===== config.mk =====
export PLATFORM = sky130hd
export DESIGN_NAME = tracker_pattern_transcoder
export DESIGN_NICKNAME = d
export VERILOG_FILES = /design/src/sv/tpt_pkg.sv /design/src/sv/tpt_ctrl.sv /design/src/sv/tpt_datapath.sv /design/src/sv/tracker_pattern_transcoder.sv
export SDC_FILE = /design/constraint.sdc
export NUM_CORES = 1
export LEC_CHECK = 0
export ABC_AREA = 1
export BUFFER_PORTS_ARGS = -buffer_cell sky130_fd_sc_hd__buf_2
export CAP_MARGIN = 10
export CORE_MARGIN = 2
export CORE_UTILIZATION = 60
export DETAILED_ROUTE_END_ITERATION = 10
export GPL_ROUTABILITY_DRIVEN = 0
export PLACE_DENSITY = 0.75
export SETUP_SLACK_MARGIN = 0.1
export SLEW_MARGIN = 20
export SYNTH_ARGS = -nofsm -noshare
export SYNTH_HDL_FRONTEND = slang
export SYNTH_SLANG_ARGS = --single-unit
export TNS_END_PERCENT = 10

===== constraint.sdc =====
create_clock -name aclk -period 5.7 [get_ports aclk]
set_clock_uncertainty 0.2 [all_clocks]
set_input_delay 1.14 -clock aclk [delete_from_list [all_inputs] [get_ports aclk]]
set_output_delay 1.14 -clock aclk [all_outputs]
set_load 0.03 [all_outputs]

===== src/sv/tpt_pkg.sv =====
// ---------------------------------------------------------------------------
// tpt_pkg
// Shared types, codes and helpers of the tracker pattern transcoder.
// ---------------------------------------------------------------------------
package tpt_pkg;

    // Item operations
    localparam logic [1:0] OP_DATA      = 2'd0;
    localparam logic [1:0] OP_HEADER    = 2'd1;
    localparam logic [1:0] OP_EMPTY_ROW = 2'd2;

    // Parse phases
    localparam logic [2:0] PH_CHANNEL = 3'd0;
    localparam logic [2:0] PH_MASK    = 3'd1;
    localparam logic [2:0] PH_NOTE    = 3'd2;
    localparam logic [2:0] PH_INSTR   = 3'd3;
    localparam logic [2:0] PH_VCMD    = 3'd4;
    localparam logic [2:0] PH_CMD     = 3'd5;
    localparam logic [2:0] PH_PARAM   = 3'd6;

    localparam logic [7:0] ROW_MARK = 8'hFF;

    // What an accepted word asks of the controller
    typedef enum logic [2:0] {
        KIND_PASS,
        KIND_HEADER,
        KIND_EMPTY_ROW,
        KIND_ROW_END,
        KIND_MASK_LOOKUP
    } kind_t;

    // Source of the word loaded into the output register
    typedef enum logic [2:0] {
        OSEL_HEADER,
        OSEL_ZERO,
        OSEL_ZERO_LAST,
        OSEL_MARK,
        OSEL_PRESENCE,
        OSEL_DATA
    } osel_t;

    typedef struct packed {
        logic  accept;
        logic  load_out;
        osel_t out_sel;
        logic  mask_finish;
        logic  row_clear;
    } cmd_t;

    typedef struct packed {
        kind_t kind;
        logic  out_free;
        logic  fill_zero;
        logic  data_last;
    } sts_t;

    function automatic logic field_needed(input logic [2:0] p, input logic [7:0] m);
        logic r;
        case (p) inside
            PH_NOTE:          r = m[4];
            PH_INSTR:         r = m[5];
            PH_VCMD:          r = m[6];
            PH_CMD, PH_PARAM: r = m[7];
            default:          r = 1'b0;
        endcase
        return r;
    endfunction

    // First field phase at or after p that the mask asks for, else channel
    function automatic logic [2:0] next_phase(input logic [2:0] p, input logic [7:0] m);
        logic [2:0] r;
        logic       found;
        r     = PH_CHANNEL;
        found = 1'b0;
        for (int q = 2; q <= 6; q++) begin
            if (!found && 3'(q) >= p && field_needed(3'(q), m)) begin
                r     = 3'(q);
                found = 1'b1;
            end
        end
        return r;
    endfunction

endpackage


===== src/sv/tpt_ctrl.sv =====
// ---------------------------------------------------------------------------
// tpt_ctrl
// Controller: sequences item acceptance, mask lookups and output words.
// ---------------------------------------------------------------------------
module tpt_ctrl (
    input  logic          aclk,
    input  logic          aresetn,
    input  logic          s_valid,
    output logic          s_ready,
    input  tpt_pkg::sts_t sts,
    output tpt_pkg::cmd_t cmd
);
    import tpt_pkg::*;

    typedef enum logic [2:0] {
        S_IDLE,
        S_HEADER,
        S_EMPTY0,
        S_EMPTY1,
        S_MASK_RD,
        S_ROW_MARK,
        S_ROW_PRES,
        S_ROW_DATA
    } state_t;

    state_t state_reg, state_next;

    always_comb begin
        state_next      = state_reg;
        s_ready         = 1'b0;
        cmd.accept      = 1'b0;
        cmd.load_out    = 1'b0;
        cmd.out_sel     = OSEL_HEADER;
        cmd.mask_finish = 1'b0;
        cmd.row_clear   = 1'b0;
        unique case (state_reg)
            S_IDLE: begin
                s_ready    = 1'b1;
                cmd.accept = s_valid;
                if (s_valid) begin
                    unique case (sts.kind)
                        KIND_HEADER:      state_next = S_HEADER;
                        KIND_EMPTY_ROW:   state_next = S_EMPTY0;
                        KIND_ROW_END:     state_next = S_ROW_MARK;
                        KIND_MASK_LOOKUP: state_next = S_MASK_RD;
                        default:          state_next = S_IDLE;
                    endcase
                end
            end
            S_HEADER: begin
                cmd.out_sel  = OSEL_HEADER;
                cmd.load_out = sts.out_free;
                if (sts.out_free) begin
                    state_next = S_IDLE;
                end
            end
            S_EMPTY0: begin
                cmd.out_sel  = OSEL_ZERO;
                cmd.load_out = sts.out_free;
                if (sts.out_free) begin
                    state_next = S_EMPTY1;
                end
            end
            S_EMPTY1: begin
                cmd.out_sel  = OSEL_ZERO_LAST;
                cmd.load_out = sts.out_free;
                if (sts.out_free) begin
                    state_next = S_IDLE;
                end
            end
            S_MASK_RD: begin
                cmd.mask_finish = 1'b1;
                state_next      = S_IDLE;
            end
            S_ROW_MARK: begin
                cmd.out_sel  = OSEL_MARK;
                cmd.load_out = sts.out_free;
                if (sts.out_free) begin
                    state_next = S_ROW_PRES;
                end
            end
            S_ROW_PRES: begin
                cmd.out_sel  = OSEL_PRESENCE;
                cmd.load_out = sts.out_free;
                if (sts.out_free) begin
                    if (sts.fill_zero) begin
                        cmd.row_clear = 1'b1;
                        state_next    = S_IDLE;
                    end else begin
                        state_next = S_ROW_DATA;
                    end
                end
            end
            S_ROW_DATA: begin
                cmd.out_sel  = OSEL_DATA;
                cmd.load_out = sts.out_free;
                if (sts.out_free && sts.data_last) begin
                    cmd.row_clear = 1'b1;
                    state_next    = S_IDLE;
                end
            end
            default: state_next = S_IDLE;
        endcase
    end

    always_ff @(posedge aclk) begin
        if (!aresetn) begin
            state_reg <= S_IDLE;
        end else begin
            state_reg <= state_next;
        end
    end

endmodule


===== src/sv/tpt_datapath.sv =====
// ---------------------------------------------------------------------------
// tpt_datapath
// Datapath: parse state, channel mask memory, row buffer and output register.
// ---------------------------------------------------------------------------
module tpt_datapath #(
    parameter int ROW_BUFFER_BYTES = 48,
    parameter int MASK_CHANNELS    = 64
) (
    input  logic          aclk,
    input  logic          aresetn,
    input  logic [1:0]    s_operation,
    input  logic [7:0]    s_data_byte,
    input  logic [8:0]    s_row_count,
    input  tpt_pkg::cmd_t cmd,
    output tpt_pkg::sts_t sts,
    input  logic          m_ready,
    output logic          m_valid,
    output logic [7:0]    m_out_byte,
    output logic          m_last,
    output logic          m_pattern_done,
    output logic          m_overflow
);
    import tpt_pkg::*;

    localparam int FW = $clog2(ROW_BUFFER_BYTES + 1);
    localparam int AW = $clog2(ROW_BUFFER_BYTES);
    localparam int MW = $clog2(MASK_CHANNELS);

    logic [2:0]    phase_reg, phase_next;
    logic [5:0]    chan_reg, chan_next;
    logic [7:0]    cur_mask_reg, cur_mask_next;
    logic [7:0]    presence_reg, presence_next;
    logic [8:0]    rows_reg, rows_next;
    logic [FW-1:0] fill_reg, fill_next;
    logic          overflow_reg, overflow_next;
    logic          row_done_reg, row_done_next;
    logic [7:0]    hdr_byte_reg, hdr_byte_next;
    logic [FW-1:0] rd_idx_reg, rd_idx_next;
    logic          mask_rd_ok_reg;
    logic [7:0]    mask_rd_reg;
    logic [7:0]    buf_rd_reg;
    logic [MASK_CHANNELS-1:0] mask_valid_reg;

    logic          m_valid_reg, m_valid_next;
    logic [7:0]    m_out_byte_reg, m_out_byte_next;
    logic          m_last_reg, m_last_next;
    logic          m_done_reg, m_done_next;
    logic          m_overflow_reg, m_overflow_next;

    logic [7:0] row_buf  [ROW_BUFFER_BYTES];
    logic [7:0] mask_mem [MASK_CHANNELS];

    logic [5:0]    in_chan;
    logic [7:0]    pres_bit;
    logic [7:0]    swapped;
    logic [7:0]    new_mask;
    logic [7:0]    lookup_mask;
    logic          rows_zero;
    logic          in_chan_ok;
    logic          cur_chan_ok;
    logic [FW-1:0] rd_idx_inc;
    logic          out_free;
    kind_t         kind;

    logic          push_en;
    logic [7:0]    push_val;
    logic          buf_wr;
    logic          buf_rd_en;
    logic [AW-1:0] buf_rd_addr;
    logic          mask_wr;
    logic          mask_rd_en;
    logic          fill_clear;

    assign in_chan     = 6'(s_data_byte - 8'd1);
    assign pres_bit    = (in_chan[5:3] == 3'd0) ? (8'd1 << in_chan[2:0]) : 8'd0;
    assign swapped     = {s_data_byte[3:0], s_data_byte[7:4]};
    assign new_mask    = {swapped[7:4], swapped[3:0] | swapped[7:4]};
    assign lookup_mask = mask_rd_ok_reg ? mask_rd_reg : 8'd0;
    assign rows_zero   = (rows_reg == 9'd0);
    assign in_chan_ok  = ({1'b0, in_chan} < 7'(MASK_CHANNELS));
    assign cur_chan_ok = ({1'b0, chan_reg} < 7'(MASK_CHANNELS));
    assign rd_idx_inc  = rd_idx_reg + FW'(1);
    assign out_free    = !m_valid_reg || m_ready;

    // Classify the word at the input
    always_comb begin
        kind = KIND_PASS;
        if (s_operation == OP_HEADER) begin
            kind = KIND_HEADER;
        end else if (s_operation == OP_EMPTY_ROW && !rows_zero) begin
            kind = KIND_EMPTY_ROW;
        end else if (s_operation == OP_DATA && !rows_zero && phase_reg == PH_CHANNEL) begin
            if (s_data_byte == 8'd0) begin
                kind = KIND_ROW_END;
            end else if (!s_data_byte[7]) begin
                kind = KIND_MASK_LOOKUP;
            end
        end
    end

    assign sts.kind      = kind;
    assign sts.out_free  = out_free;
    assign sts.fill_zero = (fill_reg == '0);
    assign sts.data_last = (rd_idx_inc == fill_reg);

    always_comb begin
        phase_next    = phase_reg;
        chan_next     = chan_reg;
        cur_mask_next = cur_mask_reg;
        presence_next = presence_reg;
        rows_next     = rows_reg;
        fill_next     = fill_reg;
        overflow_next = overflow_reg;
        row_done_next = row_done_reg;
        hdr_byte_next = hdr_byte_reg;
        rd_idx_next   = rd_idx_reg;
        push_en       = 1'b0;
        push_val      = s_data_byte;
        buf_wr        = 1'b0;
        buf_rd_en     = 1'b0;
        buf_rd_addr   = '0;
        mask_wr       = 1'b0;
        mask_rd_en    = 1'b0;
        fill_clear    = 1'b0;

        if (cmd.accept) begin
            case (kind) inside
                KIND_HEADER: begin
                    rows_next     = s_row_count;
                    phase_next    = PH_CHANNEL;
                    presence_next = 8'd0;
                    fill_clear    = 1'b1;
                    hdr_byte_next = s_row_count[7:0] - 8'd1;
                end
                KIND_EMPTY_ROW, KIND_ROW_END: begin
                    rows_next     = rows_reg - 9'd1;
                    row_done_next = (rows_reg == 9'd1);
                end
                KIND_MASK_LOOKUP: begin
                    chan_next     = in_chan;
                    presence_next = presence_reg | pres_bit;
                    mask_rd_en    = 1'b1;
                end
                default: begin
                    if (s_operation == OP_DATA && !rows_zero) begin
                        if (phase_reg == PH_CHANNEL) begin
                            // channel byte with a mask byte to follow
                            chan_next     = in_chan;
                            presence_next = presence_reg | pres_bit;
                            phase_next    = PH_MASK;
                        end else if (phase_reg == PH_MASK) begin
                            cur_mask_next = new_mask;
                            mask_wr       = cur_chan_ok;
                            push_en       = 1'b1;
                            push_val      = new_mask;
                            phase_next    = next_phase(PH_NOTE, new_mask);
                        end else if (phase_reg > PH_PARAM) begin
                            phase_next = PH_CHANNEL;
                        end else begin
                            push_en    = 1'b1;
                            phase_next = next_phase(phase_reg + 3'd1, cur_mask_reg);
                        end
                    end
                end
            endcase
        end

        if (cmd.mask_finish) begin
            cur_mask_next = lookup_mask;
            push_en       = 1'b1;
            push_val      = lookup_mask;
            phase_next    = next_phase(PH_NOTE, lookup_mask);
        end

        // Drop a byte that does not fit and latch the overflow flag
        if (push_en) begin
            if (fill_reg < FW'(ROW_BUFFER_BYTES)) begin
                buf_wr    = 1'b1;
                fill_next = fill_reg + FW'(1);
            end else begin
                overflow_next = 1'b1;
            end
        end

        if (cmd.row_clear) begin
            fill_clear    = 1'b1;
            presence_next = 8'd0;
        end
        if (fill_clear) begin
            fill_next = '0;
        end

        // Prefetch the row buffer one word ahead of the output register
        if (cmd.load_out && cmd.out_sel == OSEL_PRESENCE) begin
            rd_idx_next = '0;
            buf_rd_en   = 1'b1;
            buf_rd_addr = '0;
        end else if (cmd.load_out && cmd.out_sel == OSEL_DATA) begin
            rd_idx_next = rd_idx_inc;
            buf_rd_en   = (rd_idx_inc < FW'(ROW_BUFFER_BYTES));
            buf_rd_addr = rd_idx_inc[AW-1:0];
        end
    end

    always_comb begin
        m_out_byte_next = m_out_byte_reg;
        m_last_next     = m_last_reg;
        m_done_next     = m_done_reg;
        m_overflow_next = m_overflow_reg;
        m_valid_next    = m_ready ? 1'b0 : m_valid_reg;
        if (cmd.load_out) begin
            m_valid_next    = 1'b1;
            m_overflow_next = overflow_reg;
            case (cmd.out_sel)
                OSEL_HEADER: begin
                    m_out_byte_next = hdr_byte_reg;
                    m_last_next     = 1'b1;
                    m_done_next     = 1'b0;
                end
                OSEL_ZERO: begin
                    m_out_byte_next = 8'd0;
                    m_last_next     = 1'b0;
                    m_done_next     = 1'b0;
                end
                OSEL_ZERO_LAST: begin
                    m_out_byte_next = 8'd0;
                    m_last_next     = 1'b1;
                    m_done_next     = row_done_reg;
                end
                OSEL_MARK: begin
                    m_out_byte_next = ROW_MARK;
                    m_last_next     = 1'b0;
                    m_done_next     = 1'b0;
                end
                OSEL_PRESENCE: begin
                    m_out_byte_next = presence_reg;
                    m_last_next     = (fill_reg == '0);
                    m_done_next     = (fill_reg == '0) && row_done_reg;
                end
                default: begin
                    m_out_byte_next = buf_rd_reg;
                    m_last_next     = (rd_idx_inc == fill_reg);
                    m_done_next     = (rd_idx_inc == fill_reg) && row_done_reg;
                end
            endcase
        end
    end

    always_ff @(posedge aclk) begin
        if (!aresetn) begin
            phase_reg      <= PH_CHANNEL;
            chan_reg       <= '0;
            cur_mask_reg   <= '0;
            presence_reg   <= '0;
            rows_reg       <= '0;
            fill_reg       <= '0;
            overflow_reg   <= 1'b0;
            row_done_reg   <= 1'b0;
            rd_idx_reg     <= '0;
            mask_rd_ok_reg <= 1'b0;
            mask_valid_reg <= '0;
            m_valid_reg    <= 1'b0;
        end else begin
            phase_reg    <= phase_next;
            chan_reg     <= chan_next;
            cur_mask_reg <= cur_mask_next;
            presence_reg <= presence_next;
            rows_reg     <= rows_next;
            fill_reg     <= fill_next;
            overflow_reg <= overflow_next;
            row_done_reg <= row_done_next;
            rd_idx_reg   <= rd_idx_next;
            m_valid_reg  <= m_valid_next;
            if (mask_rd_en) begin
                mask_rd_ok_reg <= in_chan_ok && mask_valid_reg[in_chan[MW-1:0]];
            end
            if (mask_wr) begin
                mask_valid_reg[chan_reg[MW-1:0]] <= 1'b1;
            end
        end
    end

    always_ff @(posedge aclk) begin
        hdr_byte_reg   <= hdr_byte_next;
        m_out_byte_reg <= m_out_byte_next;
        m_last_reg     <= m_last_next;
        m_done_reg     <= m_done_next;
        m_overflow_reg <= m_overflow_next;
    end

    always_ff @(posedge aclk) begin
        if (buf_wr) begin
            row_buf[fill_reg[AW-1:0]] <= push_val;
        end
        if (buf_rd_en) begin
            buf_rd_reg <= row_buf[buf_rd_addr];
        end
    end

    always_ff @(posedge aclk) begin
        if (mask_wr) begin
            mask_mem[chan_reg[MW-1:0]] <= new_mask;
        end
        if (mask_rd_en) begin
            mask_rd_reg <= mask_mem[in_chan[MW-1:0]];
        end
    end

    assign m_valid        = m_valid_reg;
    assign m_out_byte     = m_out_byte_reg;
    assign m_last         = m_last_reg;
    assign m_pattern_done = m_done_reg;
    assign m_overflow     = m_overflow_reg;

endmodule


===== src/sv/tracker_pattern_transcoder.sv =====
// A header or empty-row word is taken in S_IDLE, then its words go through the output register.
// A row end gives 0xFF, the presence mask, then one buffered byte a cycle unless m_ready stalls.
// Words with no output stay in S_IDLE; a channel byte with no mask byte passes S_MASK_RD.
// Throughput: one word in flight at a time; a row end drains 2 + fill words through the
// single output register, so the row drain and the mask memory read port set the rate.
// Reset: synchronous, active low; mask memory valid bits clear at once, no clearing pass.
// ---------------------------------------------------------------------------
// tracker_pattern_transcoder
// Transcodes packed tracker pattern bytes into a row-grouped byte stream.
// ---------------------------------------------------------------------------
module tracker_pattern_transcoder #(
    parameter int ROW_BUFFER_BYTES = 48,
    parameter int MASK_CHANNELS    = 64
) (
    input  logic       aclk,
    input  logic       aresetn,
    input  logic       s_valid,
    output logic       s_ready,
    input  logic [1:0] s_operation,
    input  logic [7:0] s_data_byte,
    input  logic [8:0] s_row_count,
    output logic       m_valid,
    input  logic       m_ready,
    output logic [7:0] m_out_byte,
    output logic       m_last,
    output logic       m_pattern_done,
    output logic       m_overflow
);
    import tpt_pkg::*;

    cmd_t cmd;
    sts_t sts;

    tpt_ctrl u_ctrl (
        .aclk    (aclk),
        .aresetn (aresetn),
        .s_valid (s_valid),
        .s_ready (s_ready),
        .sts     (sts),
        .cmd     (cmd)
    );

    tpt_datapath #(
        .ROW_BUFFER_BYTES (ROW_BUFFER_BYTES),
        .MASK_CHANNELS    (MASK_CHANNELS)
    ) u_datapath (
        .aclk           (aclk),
        .aresetn        (aresetn),
        .s_operation    (s_operation),
        .s_data_byte    (s_data_byte),
        .s_row_count    (s_row_count),
        .cmd            (cmd),
        .sts            (sts),
        .m_ready        (m_ready),
        .m_valid        (m_valid),
        .m_out_byte     (m_out_byte),
        .m_last         (m_last),
        .m_pattern_done (m_pattern_done),
        .m_overflow     (m_overflow)
    );

`ifndef SYNTHESIS
    a_load_when_free: assert property (@(posedge aclk) disable iff (!aresetn)
        cmd.load_out |-> sts.out_free)
        else $error("output register loaded while a word is still waiting");

    a_done_on_last: assert property (@(posedge aclk) disable iff (!aresetn)
        (m_valid && m_pattern_done) |-> m_last)
        else $error("pattern done flagged on a word that is not last");

    a_busy_after_work: assert property (@(posedge aclk) disable iff (!aresetn)
        (s_valid && s_ready && sts.kind != KIND_PASS) |=> !s_ready)
        else $error("input taken again before the previous word finished");

    a_overflow_sticky: assert property (@(posedge aclk) disable iff (!aresetn)
        (m_valid && m_overflow) |=> m_overflow)
        else $error("overflow flag cleared without reset");
`endif

endmodule


Word-level counts from Yosys, hierarchy flattened

Memory sizes are Yosys's and may differ from the RTL's. A register that Yosys moved wholly into a read port is not among the register bits.
Cells that the tools add are included.

Reductions and logical operators: 78
Shifts and indexed selects: 1
Eq/ne operators: 34
$lt $le $gt $ge: 11
Bitwise gates (word level): 7
Add/sub/neg operators: 6
Mux-type cells: 256

Operators by type and width:

| operator                                                              | number |
|---|---|
| 8-bit two-way mux                                                     | 23 |
| 1-bit two-way mux                                                     | 181 |
| 3-bit two-way mux                                                     | 30 |
| 64-bit bitwise OR                                                     | 1 |
| 8-bit case mux with 4 select lines                                    | 1 |
| 6-bit two-way mux                                                     | 5 |
| 1-bit logical AND                                                     | 26 |
| 4-bit case mux with 6 select lines                                    | 1 |
| 3-bit equality test, second input constant                            | 7 |
| 3-bit case mux with 7 select lines                                    | 1 |
| 3-bit by 2-bit equality test with 1-bit output, second input constant | 6 |
| 9-bit two-way mux                                                     | 2 |
| 2-bit OR reduction                                                    | 8 |
| 1-bit logical NOT                                                     | 14 |
| 6-bit by 7-bit < comparator with 1-bit output, second input constant  | 2 |
| 2-bit nonzero test                                                    | 7 |
| 6-bit by 1-bit adder with 6-bit output, second input constant         | 2 |
| 3-bit by 1-bit equality test with 1-bit output, second input constant | 4 |
| 3-bit logical NOT                                                     | 4 |
| 6-bit < comparator, second input constant                             | 2 |
| 2-bit two-way mux                                                     | 6 |
| 2-bit != test, second input constant                                  | 6 |
| 3-bit case mux with 4 select lines                                    | 1 |
| 2-bit by 1-bit != test with 1-bit output, second input constant       | 5 |
| 34 further kinds                                                      | 48 |

Memories kept: 2
Input port bits: 23
Register bits after elaboration: 136
Word-level logic and storage cells: 413
Memory bits (writable): 896

Memory list:

| name                | words | bits a word | read ports | clocked after Yosys merged registers in | write ports | RTL line           | source |
|---|---|---|---|---|---|---|---|
| u_datapath.mask_mem | 64    | 8           | 1          | 1                                       | 1           | tpt_datapath.sv:51 | `logic [7:0] mask_mem [MASK_CHANNELS];` |
| u_datapath.row_buf  | 48    | 8           | 1          | 1                                       | 1           | tpt_datapath.sv:50 | `logic [7:0] row_buf [ROW_BUFFER_BYTES];` |

Depth between registers and ports, before layout

Word-level depth: 71
Depth in mapped cells: 17
Gate-level depth less buffers: 14

Cells and area by module

From an unflattened synthesis, not the netlist that was laid out.

Cells, all modules: 4033
Area total of the unflattened synthesis: 44501.4 µm²

Modules (own cells, without submodules):

| module       | area each (µm²) | sequential area each (µm²) | cells each | times used |
|---|---|---|---|---|
| tpt_datapath | 44153.6         | 30158.9                    | 3970       | 1 |
| tpt_ctrl     | 347.8           | 60.1                       | 63         | 1 |

Worst setup path after synthesis

Ideal clock, no wire load.

Path type: in2reg
Start point: input port s_operation[0]
End point: memory u_datapath.row_buf[0][7] (data pin)
Arrival: 3.589 ns
Data required time: 4.922 ns
Library setup time: 0.578 ns
Slack: 1.333 ns
Cell stages on the path: 6
Path buffers: 0
Path through: inv_1 -> nor2_1 -> inv_1 -> nand4_4 -> nor2_1 -> o21ai_0

Longest elaborated chain between the ends: 12
Elaborated cells on any way between the ends: 20
Those cells by class: eq/ne (6); mux (9); reduce/logical (5)

Ends and longest elaborated chain:

| element                                                                                         | RTL line                                | source |
|---|---|---|
| start: declaration                                                                              | tracker_pattern_transcoder.sv:19        | `input logic [1:0] s_operation,` |
| 2-bit logical NOT                                                                               | tpt_datapath.sv:92, tpt_datapath.sv:145 |  |
| 1-bit logical AND                                                                               | tpt_datapath.sv:92, tpt_datapath.sv:145 |  |
| 1-bit logical AND                                                                               | tpt_datapath.sv:92                      | `end else if (s_operation == OP_DATA && !rows_zero && phase_reg == PH_CHANNEL) begin` |
| 3-bit two-way mux                                                                               | tpt_datapath.sv:92                      |  |
| 3-bit two-way mux                                                                               | tpt_datapath.sv:90                      | `end else if (s_operation == OP_EMPTY_ROW && !rows_zero) begin` |
| 3-bit two-way mux                                                                               | tpt_datapath.sv:88                      | `if (s_operation == OP_HEADER) begin` |
| 3-bit equality test (no line) or 3-bit by 2-bit equality test with 1-bit output (tied branches) | --                                      |  |
| 8-bit two-way mux or 2-bit OR reduction (tied branches)                                         | tpt_datapath.sv:127                     | `case (kind) inside` |
| 8-bit two-way mux                                                                               | tpt_datapath.sv:127                     |  |
| 8-bit two-way mux (*)                                                                           | tpt_datapath.sv:127                     |  |
| 8-bit two-way mux (*)                                                                           | tpt_datapath.sv:126                     | `if (cmd.accept) begin` |
| 8-bit two-way mux (*)                                                                           | tpt_datapath.sv:168                     | `if (cmd.mask_finish) begin` |
| via u_datapath.push_val[7]                                                                      | tpt_datapath.sv:66                      | `logic [7:0] push_val;` |
| end: declaration                                                                                | tpt_datapath.sv:50                      |  |

Mark *: on every way through the listed nets, which the timed path passes. The rest lies on a longest branch.

Final worst setup path

Start point: input port s_data_byte[0]
End point: register u_datapath.mask_rd_reg[4], read port of u_datapath.mask_mem (data pin)

Longest elaborated chain between the ends: 10
Elaborated cells on any way between the ends: 15
Those cells by class: add/sub (1); eq/ne (4); mux (8); reduce/logical (2)

Ends and longest elaborated chain:

| element                                                                                         | RTL line                         | source |
|---|---|---|
| start: declaration                                                                              | tracker_pattern_transcoder.sv:20 | `input logic [7:0] s_data_byte,` |
| 8-bit logical NOT                                                                               | tpt_datapath.sv:93               | `if (s_data_byte == 8'd0) begin` |
| 3-bit two-way mux                                                                               | tpt_datapath.sv:93               |  |
| 3-bit two-way mux                                                                               | tpt_datapath.sv:92               |  |
| 3-bit two-way mux                                                                               | tpt_datapath.sv:90               |  |
| 3-bit two-way mux                                                                               | tpt_datapath.sv:88               |  |
| 3-bit equality test (no line) or 3-bit by 2-bit equality test with 1-bit output (tied branches) | --                               |  |
| 1-bit two-way mux or 2-bit OR reduction (tied branches)                                         | tpt_datapath.sv:127              |  |
| 1-bit two-way mux (2 in a row)                                                                  | tpt_datapath.sv:127              |  |
| 1-bit two-way mux                                                                               | tpt_datapath.sv:126              |  |
| end: declaration                                                                                | tpt_datapath.sv:40               | `logic [7:0] mask_rd_reg;` |

Parallel ways exist; a longest one is shown, timed or not.
A chain may end at the register's enable or synchronous reset.

==> metrics.md <==
| Metric | Value |
|---|---|
| Status | finished clean |
| Die Height | 274 um |
| Core area | 72600 um^2 |
| Final core utilization | 0.666 |
| Drt pass-1 iters | 9 |
| Share of post-route cells with drive strength above 1 | 0.0764 |
| Vias in the first global route | 28700 |
| Met2 usage | 0.460 |
| PD cells | 348 nW/um^2 |
| Layout Cells excl Fill | 4900 |
| Gr busiest metal | met2 |
| Post-Route WL | 110 mm |
| Slowest stage delay, CP | 0.53 ns |
| Top cells by area, synth | edfxtp_1 (64%), dfxtp_1 (5.2%), nand3_1 (4.8%) |
| Top cell type's share of synthesized area | 0.639 |
| CP endpoint kind | flip-flop |
| Met1 usage | 0.422 |
| Max Cap Viol | 0 |
| Min cycle time layout | 4.00 ns |
| Final ANT Viol Nets | 0 |
| CTS-repair resized insts | 0 |
| DRC | 0 |
| Syn Area/Cell | 11.3 um^2 |
| Total die area | 75200 um^2 |
| Max IR drop VDD | 0.344 mV |
| Fin Setup TNS | 0 ns |
| Fin crit share | 0.701 |
| Chip width | 274 um |
| Dpl cells | 4704 |
| Synth Register Bits | 1044 |
| Syn Nets | 3927 |
| DP HPWL | 63.4 mm |
| Sequential power share | 0.504 |
| Row Count | 99 |
| Area grow syn2layout | 10.3% |
| Cts-stage hold buffer count | 0 |
| Via/cell ratio | 6.21 |
| Crit-path cells | buf_8, inv_8, ha_1, nand2_1, xor2_2, inv_1, nor2_2, nand3_1, nand3_1 |
| Clk root buf | clkbuf_16 |
| Most used cell, CP | nand3_1 |
| First-pass GRT wire length | 169 mm |
| Routed via count | 30400 |
| Synth area leader | edfxtp_1 |
| Max Freq | 0.250 GHz |
| Clk_lat worst skew | 0.70 ns |
| Yosys warning count | 0 |
| Total power | 16.8 mW |
| CP Launch Type | input pin |
| Comb pwr share | 0.080 |
| Layout fillers | 5160 |
| Initial DRC Count | 4502 |
| Clock Pin Slew Worst Setup and Hold Paths | 0.06 ns |
| Met3 usage | 0.0530 |
| Grt ovf | 0 |
| Sw Ratio | 0.238 |
| Slowest-stage cell, CP | nor2_2 |
| Static Leakage | 16.9 nW |
| Setup WS post-layout | 1.70 ns |
| Final Slew Violations | 0 |
| CTS sink count | 1044 |
| Unrepaired setup endpoints after global routing | false |
| CP required | 6.01 ns |
| Largest register FFs | 512 |
| Final Setup Violations | 0 |
| CTS tree | yes |
| Seq/Total Area, Yosys | 0.690 |
| Pre-CTS WS | 1.19 ns |
| Worst-Margin Slew | 1.10 ns |
| TritonCTS Buffers | 103 |
| Pint | 12.8 mW |
| Largest net degree at the start of global routing | 189 |
| Gate count of the mapped netlist | 3888 |
| Port bufs | 35 |
| Clock Power Share | 0.415 |
| WS Path Type | input pin to flip-flop |
| Setup Buffers After CTS | 0 |
| Final net count | 3890 |
| Max H-tree Level | 3 |
| Slew margin rel. | 0.266 |
| Hold Path Class | flip-flop to flip-flop |
| GRT Total Usage | 0.294 |
| Longest Clk Path Bufs | 3 |
| IO Pins | 36 |
| Yosys cell types | 44 |
| Worst Path Max Fanout | 91 |
| Cell Area, Synth | 43800 um^2 |
| Switch Pwr | 4.00 mW |
| Initial antenna violation count | 2 |
| Drt wl/cell | 22.5 um |
| Arrival time worst endpoint | 4.31 ns |
| Initial core utilization | 0.603 |
| Final Hold Fails | 0 |
area by class of cell:
cell class,instances,area (um^2),share of cell area
tap,959,1200,0.0248
multi-input combinational,2322,11600,0.240
clock buffer,136,2810,0.0582
sequential,1044,30200,0.625
clock inverter,58,683,0.0141
inverter,293,1110,0.0230
timing repair buffer,87,698,0.0145
antenna,1,2.50,0.0000518
power by group through the flow:
stage               Sequential (mW)  Combinational, mW  Clock, mW
floorplan                      8.69              0.779          0
global placement               8.63               1.27          0
detailed placement             8.63               1.30          0
CTS                            8.47               1.31       7.00
global route                   8.47               1.46       7.30
finish                         8.47               1.35       6.98
critical path: cells and delay by family:
family        cells  cell delay [ns]
simple gates      4             1.15
buf+inv           3             1.07
xor+xnor          1             0.48
fa+ha+maj         1             0.34
through the flow:
stage                     area (um^2)  hold slack [ns]
final                           48300            0.260
after global routing            48300            0.279
after CTS                       48300            0.261
after detailed placement        44800            0.248
after global placement          44800            0.241
after floorplan                 43800            0.209
path summary, 6_finish.rpt:
| kind | from | end | slack [ns] | cells after the start |
|---|---|---|---|---|
| worst max-delay path | s_data_byte[0] | u_datapath.mask_rd_reg[4] | 1.70 | 9 |
| worst min-delay path | u_datapath.mask_valid_reg[57] | u_datapath.mask_valid_reg[57] | 0.26 | 1 |
| worst max register to register | u_datapath.rows_reg[0] | u_datapath.mask_mem[36][3] | 1.90 | 9 |
| worst min register to register | u_datapath.mask_valid_reg[57] | u_datapath.mask_valid_reg[57] | 0.26 | 1 |
Yosys cell counts:
master and instances:
clkinv_1 4, o21a_1 62, or2_2 7, nor2_1 488
o21ai_1 30, o221ai_1 74, xor2_2 2, nand3_2 2
nand4_1 60, a22oi_1 1, nor3_1 21, a21oi_1 69
inv_2 10, buf_2 65, buf_4 8, edfxtp_1 931
ha_1 16, or2_1 33, o21ai_0 366, nor3b_1 4
nand2_4 1, o211ai_1 63, nor2_2 6, inv_1 278
a21boi_4 1, nand4_4 1, clkinv_2 1, xor2_1 9
clkbuf_1 138, a211o_1 1, nor3_4 1, o31ai_1 1
xnor2_1 5, buf_1 18, o22ai_1 48, nor2_4 4
o2111ai_1 1, o21bai_1 1, nand3_1 422, nand2_1 508
dfxtp_1 113, a31oi_1 8, nor2_8 1, nand2_2 5
placed cells by master, fill, tap and decap left out, drive strengths merged:
cell type,instances
edfxtp,931
nand2,514
nor2,499
nand3,424
o21ai,396
inv,291
clkbuf,136
dfxtp,113
buf,87
o221ai,74
a21oi,69
o211ai,63
o21a,62
nand4,61
o22ai,48
clkinv,46
or2,40
nor3,22
ha,16
bufinv,12
xor2,11
a31oi,8
xnor2,5
nor3b,4
clkinvlp,2
diode,1
a21boi,1
o21bai,1
a211o,1
o31ai,1
o2111ai,1
a22oi,1
logic make-up (layout without fill, tap and decap cells):
group,Yosys count,in the layout,synth area share
flip-flops,1044,1044,0.690
XOR/XNOR,16,16,0.00354
AO/OA/AOI/OAI,726,726,0.0987
AND/OR/NAND/NOR,1564,1564,0.156
other,0,1,0
adder cells (fa/ha/maj),16,16,0.00457
buffers and inverters,522,574,0.0473
metal layers:
layer / part of all wire / vias to the layer above
li1: - / 13800
met1: 0.40 / 14700
met2: 0.46 / 1702
met3: 0.11 / 234
met4: 0.029 / 2
met5: 0.00030 / -
Power figures use the tool's default switching activity.
